### config.mk
export PLATFORM = sky130hd
export DESIGN_NAME = mac_learning_forward_table
export DESIGN_NICKNAME = d
export VERILOG_FILES = /design/src/rtl/mlft_pkg.sv /design/src/rtl/mlft_ctrl.sv /design/src/rtl/mlft_dp.sv /design/src/rtl/mac_learning_forward_table.sv
export SDC_FILE = /design/constraint.sdc
export NUM_CORES = 2
export LEC_CHECK = 0
export ABC_AREA = 1
export ABC_CLOCK_PERIOD_IN_PS = 5500
export BUFFER_PORTS_ARGS = -buffer_cell sky130_fd_sc_hd__buf_2
export CORE_MARGIN = 8
export CORE_UTILIZATION = 45
export CTS_BUF_LIST = sky130_fd_sc_hd__clkbuf_2 sky130_fd_sc_hd__clkbuf_4 sky130_fd_sc_hd__clkbuf_8
export CTS_CLUSTER_DIAMETER = 50
export DETAILED_ROUTE_END_ITERATION = 8
export SKIP_LAST_GASP = 1
export SLEW_MARGIN = 40
export SYNTH_ARGS = -nofsm -noshare
export SYNTH_HDL_FRONTEND = slang
export SYNTH_SLANG_ARGS = --single-unit
### constraint.sdc
create_clock -name clk -period 5.5 [get_ports clk]
set_input_delay 0.825 -clock clk [delete_from_list [all_inputs] [get_ports clk]]
set_output_delay 0.825 -clock clk [all_outputs]
set_load 0.05 [all_outputs]
### src/rtl/mlft_pkg.sv
// Package for the MAC learning forward table.
// Holds the beat payload types, the controller state type and the command and status structs.
// Depends on nothing; every other file of the block uses it.
package mlft_pkg;

	localparam int MAC_W  = 48;
	localparam int PORT_W = 4;
	localparam int CFG_W  = 5;

	localparam logic [CFG_W-1:0] ACTIVE_PORTS_RESET = 5'd16;

	typedef struct packed {
		logic [MAC_W-1:0]  source_mac;
		logic [MAC_W-1:0]  dest_mac;
		logic [PORT_W-1:0] ingress_port;
	} hdr_t;

	typedef struct packed {
		logic [PORT_W-1:0] egress_port;
		logic              table_hit;
		logic              no_port;
	} result_t;

	typedef enum logic [1:0] {
		ST_IDLE,
		ST_SCAN,
		ST_FINISH
	} state_t;

	// Commands from the controller to the datapath.
	typedef struct packed {
		logic load;    // capture the header and restart the scan
		logic issue;   // read the next table entry
		logic commit;  // write back the learned entry and register the result
	} cmd_t;

	// Status from the datapath to the controller.
	typedef struct packed {
		logic at_end;  // every valid entry has been read
		logic busy;    // a read is still on its way to the compare stage
	} status_t;

endpackage

### src/rtl/mlft_ctrl.sv
// Controller state machine of the MAC learning forward table.
// Sequences header capture, table scan and commit, and owns the input stall and output valid.
// Depends on mlft_pkg.
module mlft_ctrl (
	input  logic              clk,
	input  logic              arst_n,
	input  logic              in_valid,
	output logic              in_stall,
	output logic              out_valid,
	input  logic              out_stall,
	output mlft_pkg::cmd_t    cmd,
	input  mlft_pkg::status_t sts
);

	mlft_pkg::state_t state_q;
	mlft_pkg::state_t state_d;
	logic             out_valid_q;

	always_ff @(posedge clk or negedge arst_n) begin
		if (!arst_n) begin
			state_q     <= mlft_pkg::ST_IDLE;
			out_valid_q <= 1'b0;
		end else begin
			state_q     <= state_d;
			out_valid_q <= cmd.commit | (out_valid_q & out_stall);
		end
	end

	always_comb begin
		state_d    = state_q;
		cmd        = '0;
		in_stall   = 1'b1;
		case (state_q)
			mlft_pkg::ST_IDLE: begin
				in_stall = 1'b0;
				if (in_valid) begin
					cmd.load = 1'b1;
					state_d  = mlft_pkg::ST_SCAN;
				end
			end
			mlft_pkg::ST_SCAN: begin
				cmd.issue = !sts.at_end;
				if (sts.at_end && !sts.busy) begin
					state_d = mlft_pkg::ST_FINISH;
				end
			end
			mlft_pkg::ST_FINISH: begin
				// The result may only go out once the output register is free.
				if (!out_valid_q || !out_stall) begin
					cmd.commit = 1'b1;
					state_d    = mlft_pkg::ST_IDLE;
				end
			end
			default: begin
				state_d = mlft_pkg::ST_IDLE;
			end
		endcase
	end

	assign out_valid = out_valid_q;

endmodule

### src/rtl/mlft_dp.sv
// Datapath of the MAC learning forward table: key and port memories, scan, compare and result.
// Holds the active port register and the entry count; driven by commands from mlft_ctrl.
// Depends on mlft_pkg.
module mlft_dp #(
	parameter int TABLE_ENTRIES = 64
) (
	input  logic                            clk,
	input  logic                            arst_n,
	input  logic                            cfg_we,
	input  logic [mlft_pkg::CFG_W-1:0]      cfg_wdata,
	input  mlft_pkg::hdr_t                  in_data,
	output mlft_pkg::result_t               out_data,
	input  mlft_pkg::cmd_t                  cmd,
	output mlft_pkg::status_t               sts
);

	localparam int IDX_W = (TABLE_ENTRIES > 1) ? $clog2(TABLE_ENTRIES) : 1;
	localparam int CNT_W = $clog2(TABLE_ENTRIES + 1);
	localparam logic [CNT_W-1:0] DEPTH = CNT_W'(TABLE_ENTRIES);

	logic [mlft_pkg::MAC_W-1:0]  keys_mem [TABLE_ENTRIES];
	logic [mlft_pkg::PORT_W-1:0] ports_mem [TABLE_ENTRIES];

	mlft_pkg::hdr_t              hdr_q;
	logic [mlft_pkg::CFG_W-1:0]  active_q;
	logic [CNT_W-1:0]            used_q;
	logic [CNT_W-1:0]            addr_q;

	logic                        rd_valid_s1;
	logic [mlft_pkg::MAC_W-1:0]  key_s1;
	logic [mlft_pkg::PORT_W-1:0] port_s1;
	logic [IDX_W-1:0]            addr_s1;

	logic                        src_hit_q;
	logic [IDX_W-1:0]            src_slot_q;
	logic                        dst_hit_q;
	logic [mlft_pkg::PORT_W-1:0] dst_port_q;

	mlft_pkg::result_t           res_q;
	mlft_pkg::result_t           res_d;

	logic                        room;
	logic                        same_mac;
	logic                        wr_en;
	logic [IDX_W-1:0]            wr_idx;

	assign sts.at_end = (addr_q == used_q);
	assign sts.busy   = rd_valid_s1;

	assign room     = (used_q < DEPTH);
	assign same_mac = (hdr_q.source_mac == hdr_q.dest_mac);
	assign wr_en    = cmd.commit && (src_hit_q || room);
	assign wr_idx   = src_hit_q ? src_slot_q : used_q[IDX_W-1:0];

	always_ff @(posedge clk or negedge arst_n) begin
		if (!arst_n) begin
			active_q    <= mlft_pkg::ACTIVE_PORTS_RESET;
			used_q      <= '0;
			addr_q      <= '0;
			rd_valid_s1 <= 1'b0;
			src_hit_q   <= 1'b0;
			dst_hit_q   <= 1'b0;
		end else begin
			if (cfg_we) begin
				active_q <= cfg_wdata;
			end
			rd_valid_s1 <= cmd.issue;
			if (cmd.load) begin
				addr_q    <= '0;
				src_hit_q <= 1'b0;
				dst_hit_q <= 1'b0;
			end else begin
				if (cmd.issue) begin
					addr_q <= addr_q + CNT_W'(1);
				end
				// Keys are unique, but only the first match is kept in any case.
				if (rd_valid_s1 && !src_hit_q && key_s1 == hdr_q.source_mac) begin
					src_hit_q <= 1'b1;
				end
				if (rd_valid_s1 && !dst_hit_q && key_s1 == hdr_q.dest_mac) begin
					dst_hit_q <= 1'b1;
				end
			end
			if (cmd.commit && !src_hit_q && room) begin
				used_q <= used_q + CNT_W'(1);
			end
		end
	end

	always_ff @(posedge clk) begin
		key_s1  <= keys_mem[addr_q[IDX_W-1:0]];
		port_s1 <= ports_mem[addr_q[IDX_W-1:0]];
		addr_s1 <= addr_q[IDX_W-1:0];
		if (wr_en) begin
			if (!src_hit_q) begin
				keys_mem[wr_idx] <= hdr_q.source_mac;
			end
			ports_mem[wr_idx] <= hdr_q.ingress_port;
		end
	end

	always_ff @(posedge clk) begin
		if (cmd.load) begin
			hdr_q <= in_data;
		end
		if (rd_valid_s1 && !src_hit_q && key_s1 == hdr_q.source_mac) begin
			src_slot_q <= addr_s1;
		end
		if (rd_valid_s1 && !dst_hit_q && key_s1 == hdr_q.dest_mac) begin
			dst_port_q <= port_s1;
		end
		if (cmd.commit) begin
			res_q <= res_d;
		end
	end

	// The header is learned before the lookup, so a frame sent to its own source hits
	// with its ingress port whenever the source is in the table after learning.
	always_comb begin
		res_d = '0;
		if (dst_hit_q || (same_mac && room)) begin
			res_d.table_hit   = 1'b1;
			res_d.egress_port = same_mac ? hdr_q.ingress_port : dst_port_q;
		end else if (hdr_q.ingress_port != '0 && active_q != '0) begin
			res_d.egress_port = '0;
		end else if (hdr_q.ingress_port == '0 && active_q > mlft_pkg::CFG_W'(1)) begin
			res_d.egress_port = mlft_pkg::PORT_W'(1);
		end else begin
			res_d.no_port = 1'b1;
		end
	end

	assign out_data = res_q;

endmodule

### src/rtl/mac_learning_forward_table.sv
// Top level of the MAC learning forward table.
// Joins the controller mlft_ctrl and the datapath mlft_dp; depends on mlft_pkg.
//
// Usage:
// The input channel (in_valid, in_stall, in_data) takes one frame header per beat: source MAC,
// destination MAC and ingress port. The block learns the source, then looks up the
// destination, and returns one beat on the output channel (out_valid, out_stall, out_data)
// with the egress port, a hit flag and a no-port flag.
// Headers are handled one at a time. The table is searched by reading one entry per cycle
// from the key and port memories, so the time per header grows with the entries in use;
// the result is registered at the same clock edge at which the block returns to idle and
// is ready for the next header.
// A finished result sits in the output register while the next header is taken in. If the
// receiver still stalls when the next result is ready, the block waits and stalls its input.
// The user writes active_ports through cfg_we and cfg_wdata only while the block is idle;
// the block does not enforce it. Reset empties the table (no clearing pass is needed), sets
// active_ports to 16 and drops out_valid; the block then waits idle for the first header.
module mac_learning_forward_table #(
	parameter int TABLE_ENTRIES = 64
) (
	input  logic                        clk,
	input  logic                        arst_n,
	input  logic                        cfg_we,
	input  logic [mlft_pkg::CFG_W-1:0]  cfg_wdata,
	input  logic                        in_valid,
	output logic                        in_stall,
	input  mlft_pkg::hdr_t              in_data,
	output logic                        out_valid,
	input  logic                        out_stall,
	output mlft_pkg::result_t           out_data
);

	mlft_pkg::cmd_t    cmd;
	mlft_pkg::status_t sts;

	mlft_ctrl u_ctrl (
		.clk       (clk),
		.arst_n    (arst_n),
		.in_valid  (in_valid),
		.in_stall  (in_stall),
		.out_valid (out_valid),
		.out_stall (out_stall),
		.cmd       (cmd),
		.sts       (sts)
	);

	mlft_dp #(
		.TABLE_ENTRIES (TABLE_ENTRIES)
	) u_dp (
		.clk       (clk),
		.arst_n    (arst_n),
		.cfg_we    (cfg_we),
		.cfg_wdata (cfg_wdata),
		.in_data   (in_data),
		.out_data  (out_data),
		.cmd       (cmd),
		.sts       (sts)
	);

endmodule

# Yosys cells after proc, flatten, opt, wreduce, memory -nomap -nowiden
# Memory sizes are Yosys's and may differ from the RTL's. A register that Yosys moved wholly into a read port is not among the register bits.
# Cells that the tools add are included.
# op_classes
add_sub_neg	2
n_mul	0
div	0
magnitude_cmp	2
eq_ne	9
n_shift	0
mux	28
bitwise	2
n_reduce_logical	29
# op_table
op	n
48-bit equality test	3
1-bit two-way mux	18
7-bit by 1-bit adder with 7-bit output (second input constant)	2
7-bit two-way mux	2
4-bit two-way mux	3
1-bit logical AND	11
7-bit equality test	1
7-bit less-than comparator (second input constant)	1
1-bit zero test	6
2-bit two-way mux	3
6-bit two-way mux	1
2-bit case mux with 3 select lines	1
2-bit nonzero test	3
5-bit by 1-bit > comparator with 1-bit output (second input constant)	1
5-bit nonzero test	1
4-bit zero test	1
2-bit by 1-bit != test with 1-bit output (second input constant)	2
4-bit nonzero test	1
1-bit logical OR	3
3-bit AND reduction	1
2-bit by 1-bit equality test with 1-bit output (second input constant)	1
2-bit equality test (second input constant)	1
2-bit zero test	1
2-bit != test (second input constant)	1
other kinds (3)	3
# word_totals
register_bits	147
latchBits	0
ramBits	3328
romBits	0
inputBits	110
output_inout_bits	8
word_cells	91
memories	2
# mem_list
memory	depth	width	rd	rd_ports_with_merged_regs	wr	line	text
u_dp.keys_mem	64	48	1	1	1	mlft_dp.sv:21	logic [mlft_pkg::MAC_W-1:0] keys_mem [TABLE_ENTRIES];
u_dp.ports_mem	64	4	1	1	1	mlft_dp.sv:22	logic [mlft_pkg::PORT_W-1:0] ports_mem [TABLE_ENTRIES];

# Logic depth before layout (Yosys ltp)
# depth
depth_word	7
mapped_depth	16
depth_no_buf	13

# Hierarchy
# A second synthesis with hierarchy kept.
# hier_totals
cells_unflattened	11142
area_unflattened_um2	140099.4
# by_module_without_submodules
module	instances	cells_each	area_each_um2	seq_area_each_um2
mlft_dp	1	11117	139933.0	105132.1
mlft_ctrl	1	25	166.4	75.1

# Worst setup path after synthesis
# Ideal clock, no wire load.
# synth_path
path_kind	input to register
startpoint	input port out_stall
endpoint	memory u_dp.keys_mem[40][0] (netlist bit), enable pin
setup_ps	454
arrival_ps	3765
required_time_ps	5046
slack_ps	1281
cell_stages	7
n_path_buf	2
path_cell_list	nand2_1 > nand2_1 > a21oi_1 > nand2_1 > buf_1 > clkbuf_1 > nor2_1
# synth_between
elab_chain_len	7
# synth_rtl
element	line	text
start: declaration	mac_learning_forward_table.sv:29	input logic out_stall,
1-bit zero test	mlft_ctrl.sv:49	if (!out_valid_q || !out_stall) begin
1-bit logical OR	mlft_ctrl.sv:49	
1-bit two-way mux	mlft_ctrl.sv:49	
1-bit two-way mux	mlft_ctrl.sv:33	case (state_q)
1-bit logical AND	mlft_dp.sv:52	assign wr_en = cmd.commit && (src_hit_q || room);
1-bit two-way mux	mlft_dp.sv:94	if (wr_en) begin
1-bit two-way mux (not written as such)	mlft_dp.sv:96	keys_mem[wr_idx] <= hdr_q.source_mac;
end: declaration	mlft_dp.sv:21	
# Every way passes these cells.

==> results.ini <==
[power_and_ir_drop]
combinationalPowerShare_pct = 0.3
p_sw_share_pct = 20.3
power.leakage_nw = 52.4
peakVddDrop_mv = 0.207
clockPowerShare_pct = 43.3
p_total_mw = 51.5
power.internal_mw = 41.1
p_seq_share_pct = 56.4
power_density_nw_per_um2 = 324
p_switching_mw = 10.4

[yosys]
ys_seq_elements = 3527
yosysWarnings = 0
synthFlopType = edfxtp_1
syn_area_um2 = 140000
avgSynthCellArea_um2 = 12.6
synth_top_cell_by_area = edfxtp_1
synth_cells = 11100
yosysSeqAreaShare_pct = 75.0
synth_top_area_share_pct = 73.8
synth_cell_types = 41
synth.net_count = 11200
synthArstFlopShare_pct = 0.709
synth_edf_count = 3444
synth_area_leaders = edfxtp_1 (74%), nor2_1 (6.3%), o21ai_0 (5.7%), nand2_1 (2.8%), o211ai_1 (2.1%)

[timing]
maxSlewHeadroom_pct = 33.5
final_max_slew_viol_count = 0
hold_viol = 0
fin_crit_ns = 3.91
max_freq_ghz = 0.256
finalSetupTns_ns = 0
worstMarginPinSlew_ns = 0.998
post-route-period-util_pct = 71.0
fin_worst_skew_ns = 0.0869
rsz0062_at_grt = no
setup_viol = 0

[clock_network]
clk_pin_slew_ns = 0.06
clk_path_buf_depth = 4
cts_tree = yes
htreeDepth = 6
clock_sinks = 3527
numCtsBuffers = 572
cts_root_buf = clkbuf_8
clock_latency_ns = 1.08

[global_routing]
grt_pass1_vias = 89100
grt_max_degree = 148
track_usage_pct = 27.7
antenna_found_initial = 50
grt_pass1_wl_um = 662000
overflow = 0

[worst_setup_path]
crit_type = flip-flop to flip-flop
reg2reg_slack_ns = 1.59
crit_top_cell = nand2_1
cp_max_fo = 93
r2r_cells = 11
worstSetupStartpointType = flip-flop
end_kind = flip-flop
required_ns = 6.45
slowest_delay_ns = 0.74
crit_path_cell_trace = inv_8 > buf_12 > buf_12 > o21ai_0 > o22ai_1 > nand2_1 > nand3_1 > nand2_1 > nand2_1 > inv_1 > nand2_1
slowest_stage = dfrtp_4
arrival_ns = 4.85
cp-endpoint = u_dp.key_s1[38]$_DFF_P_
startpoint = u_dp.addr_q[0]$_DFFE_PN0P_
reg2reg_from = u_dp.addr_q[0]$_DFFE_PN0P_
r2r_end = u_dp.key_s1[38]$_DFF_P_

[floorplanning]
row_count = 205
io_pins = 118
die_area_um2 = 330000
die_x_um = 574
core_area_um2 = 311000
fp.dieH_um = 574
initial_core_util_pct = 45.1

[route]
postRouteAntennaNets = 0
drc = 0
via_count = 95600
viasPerCell = 5.95
first_pass_iters = 6
drt_iter0_drc = 14500
drt-total-wl_um = 475000
wl_per_cell_um = 29.5

[place]
hpwl_um = 291000
portBuffers = 117
routabilityCongestion = 0.907

[run_status]
status = completed

[hold_path]
worst_hold_path_type = input port to flip-flop

[finish]
drive_gt1_share_pct = 12.2
area_growth_pct = 13.4
fin_nets = 11600

[run]
drv_cap = 0

sequential cells by signal, indices dropped and copies added (netlist names), 2 cells and up:
register	flops
u_dp.keys_mem	3072
u_dp.ports_mem	256
u_dp.hdr_q	100
u_dp.key_s1	48
u_dp.addr_q	7
u_dp.used_q	7
u_dp.addr_s1	6
u_dp.out_data	6
u_dp.src_slot_q	6
u_dp.active_q	5
u_dp.dst_port_q	4
u_dp.port_s1	4
u_ctrl.state_q	2
worst max-delay path, delay by kind of cell (launching register included):
| kind | cells | cell delay [ns] |
|---|---|---|
| buf+inv | 4 | 1.63 |
| simple gates | 5 | 0.63 |
| compound gates | 2 | 0.63 |
| flops | 1 | 0.74 |
cell type report:
class | instances | area, µm²
Fill cell | 26500 | 152000
Sequential cell | 3527 | 105000
Multi-Input combinational cell | 6658 | 31600
Clock buffer | 816 | 9920
Tap cell | 4140 | 5180
Timing Repair Buffer | 544 | 5140
Clock inverter | 175 | 1150
Inverter | 199 | 798
Antenna cell | 14 | 35.0
metrics by stage:
step,util [%],instances,instance area [µm²],hold WS [ns],setup WS (ns)
global placement,47.1,14900,146000,0.389,1.46
global route,51.1,16100,159000,0.0889,1.58
detailed placement,47.2,15000,147000,0.390,1.39
finish,51.2,16100,159000,0.119,1.59
floorplan,-,11100,140000,0.342,1.28
CTS,51.1,16100,159000,0.00454,1.71
Yosys cell counts, types with 2 or more instances:
cell type / count
a21oi_1: 103
buf_1: 48
buf_2: 193
buf_4: 30
buf_6: 24
clkbuf_1: 411
dfrtp_1: 24
dfxtp_1: 58
edfxtp_1: 3444
ha_1: 2
inv_1: 190
inv_2: 8
mux2_2: 6
mux2i_1: 2
nand2_1: 1032
nand3_1: 464
nand3b_1: 4
nand4_1: 46
nor2_1: 2359
nor2_2: 2
nor2_4: 8
nor3_1: 24
nor3b_1: 5
nor4_1: 3
o2111ai_1: 2
o211ai_1: 384
o21ai_0: 1592
o21ai_1: 141
o21ai_2: 2
o221ai_1: 18
o22ai_1: 376
or2_2: 17
xnor2_1: 34
xor2_1: 29
placed cells by master (no fill, tap or decap), types with 186 or more instances in the layout:
cell / netlist / layout
buf_4: 30 / 210
inv_1: 190 / 186
edfxtp_1: 3444 / 3444
nor2_1: 2359 / 2293
clkbuf_4: 0 / 209
nand2_1: 1032 / 1031
clkbuf_8: 0 / 607
o21ai_0: 1592 / 1592
o22ai_1: 376 / 376
nand3_1: 464 / 464
o211ai_1: 384 / 384
power by group through the flow:
stage	combinational [mW]	sequential, mW	clock (mW)
finish	0.144	29.1	22.3
global route	0.151	29.0	23.7
CTS	0.144	29.1	22.6
detailed placement	0.0705	29.6	0
global placement	0.0683	29.6	0
floorplan	0.00463	29.6	0
metal layers:
| layer | global-route usage, % | vias to the layer above | part of all wire [%] |
|---|---|---|---|
| met5 | 0 | - | 0.015 |
| met4 | 12.2 | 10 | 4.8 |
| met3 | 7.04 | 820 | 12 |
| met2 | 40.2 | 5665 | 43 |
| met1 | 39.4 | 47900 | 40 |
| li1 | - | 41200 | - |
worst min-delay path by stage:
stage	from	end	slack (ns)	depth (start not counted)
floorplan	u_dp.addr_q[2]$_DFFE_PN0P_	u_dp.addr_s1[2]$_DFF_P_	0.34	0
finish	in_data[53]	u_dp.hdr_q[53]$_DFFE_PP_	0.12	1
global placement	u_dp.addr_s1[2]$_DFF_P_	u_dp.src_slot_q[2]$_DFFE_PP_	0.39	0
detailed placement	u_dp.addr_s1[0]$_DFF_P_	u_dp.src_slot_q[0]$_DFFE_PP_	0.39	0
global route	in_data[65]	u_dp.hdr_q[65]$_DFFE_PP_	0.09	1
CTS	cfg_we	u_dp.active_q[4]$_DFFE_PN1P_	0.005	2
logic make-up after synthesis:
| group | share of synthesized area (%) |
|---|---|
| AND/OR/NAND/NOR | 11.2 |
| buffers and inverters | 2.82 |
| multiplexers | 0.0625 |
| AO/OA/AOI/OAI | 10.4 |
| adder cells (fa/ha/maj) | 0.0178 |
| XOR/XNOR | 0.394 |
| flip-flops | 75.0 |
repair_timing:
| action | in CTS | in global routing |
|---|---|---|
| hold endpoints to repair | 124 | 0 |
| resized for setup | 0 | 0 |
| setup buffers | 0 | 0 |
| hold buffers | 103 | 0 |
(Power assumes the default switching activity.)
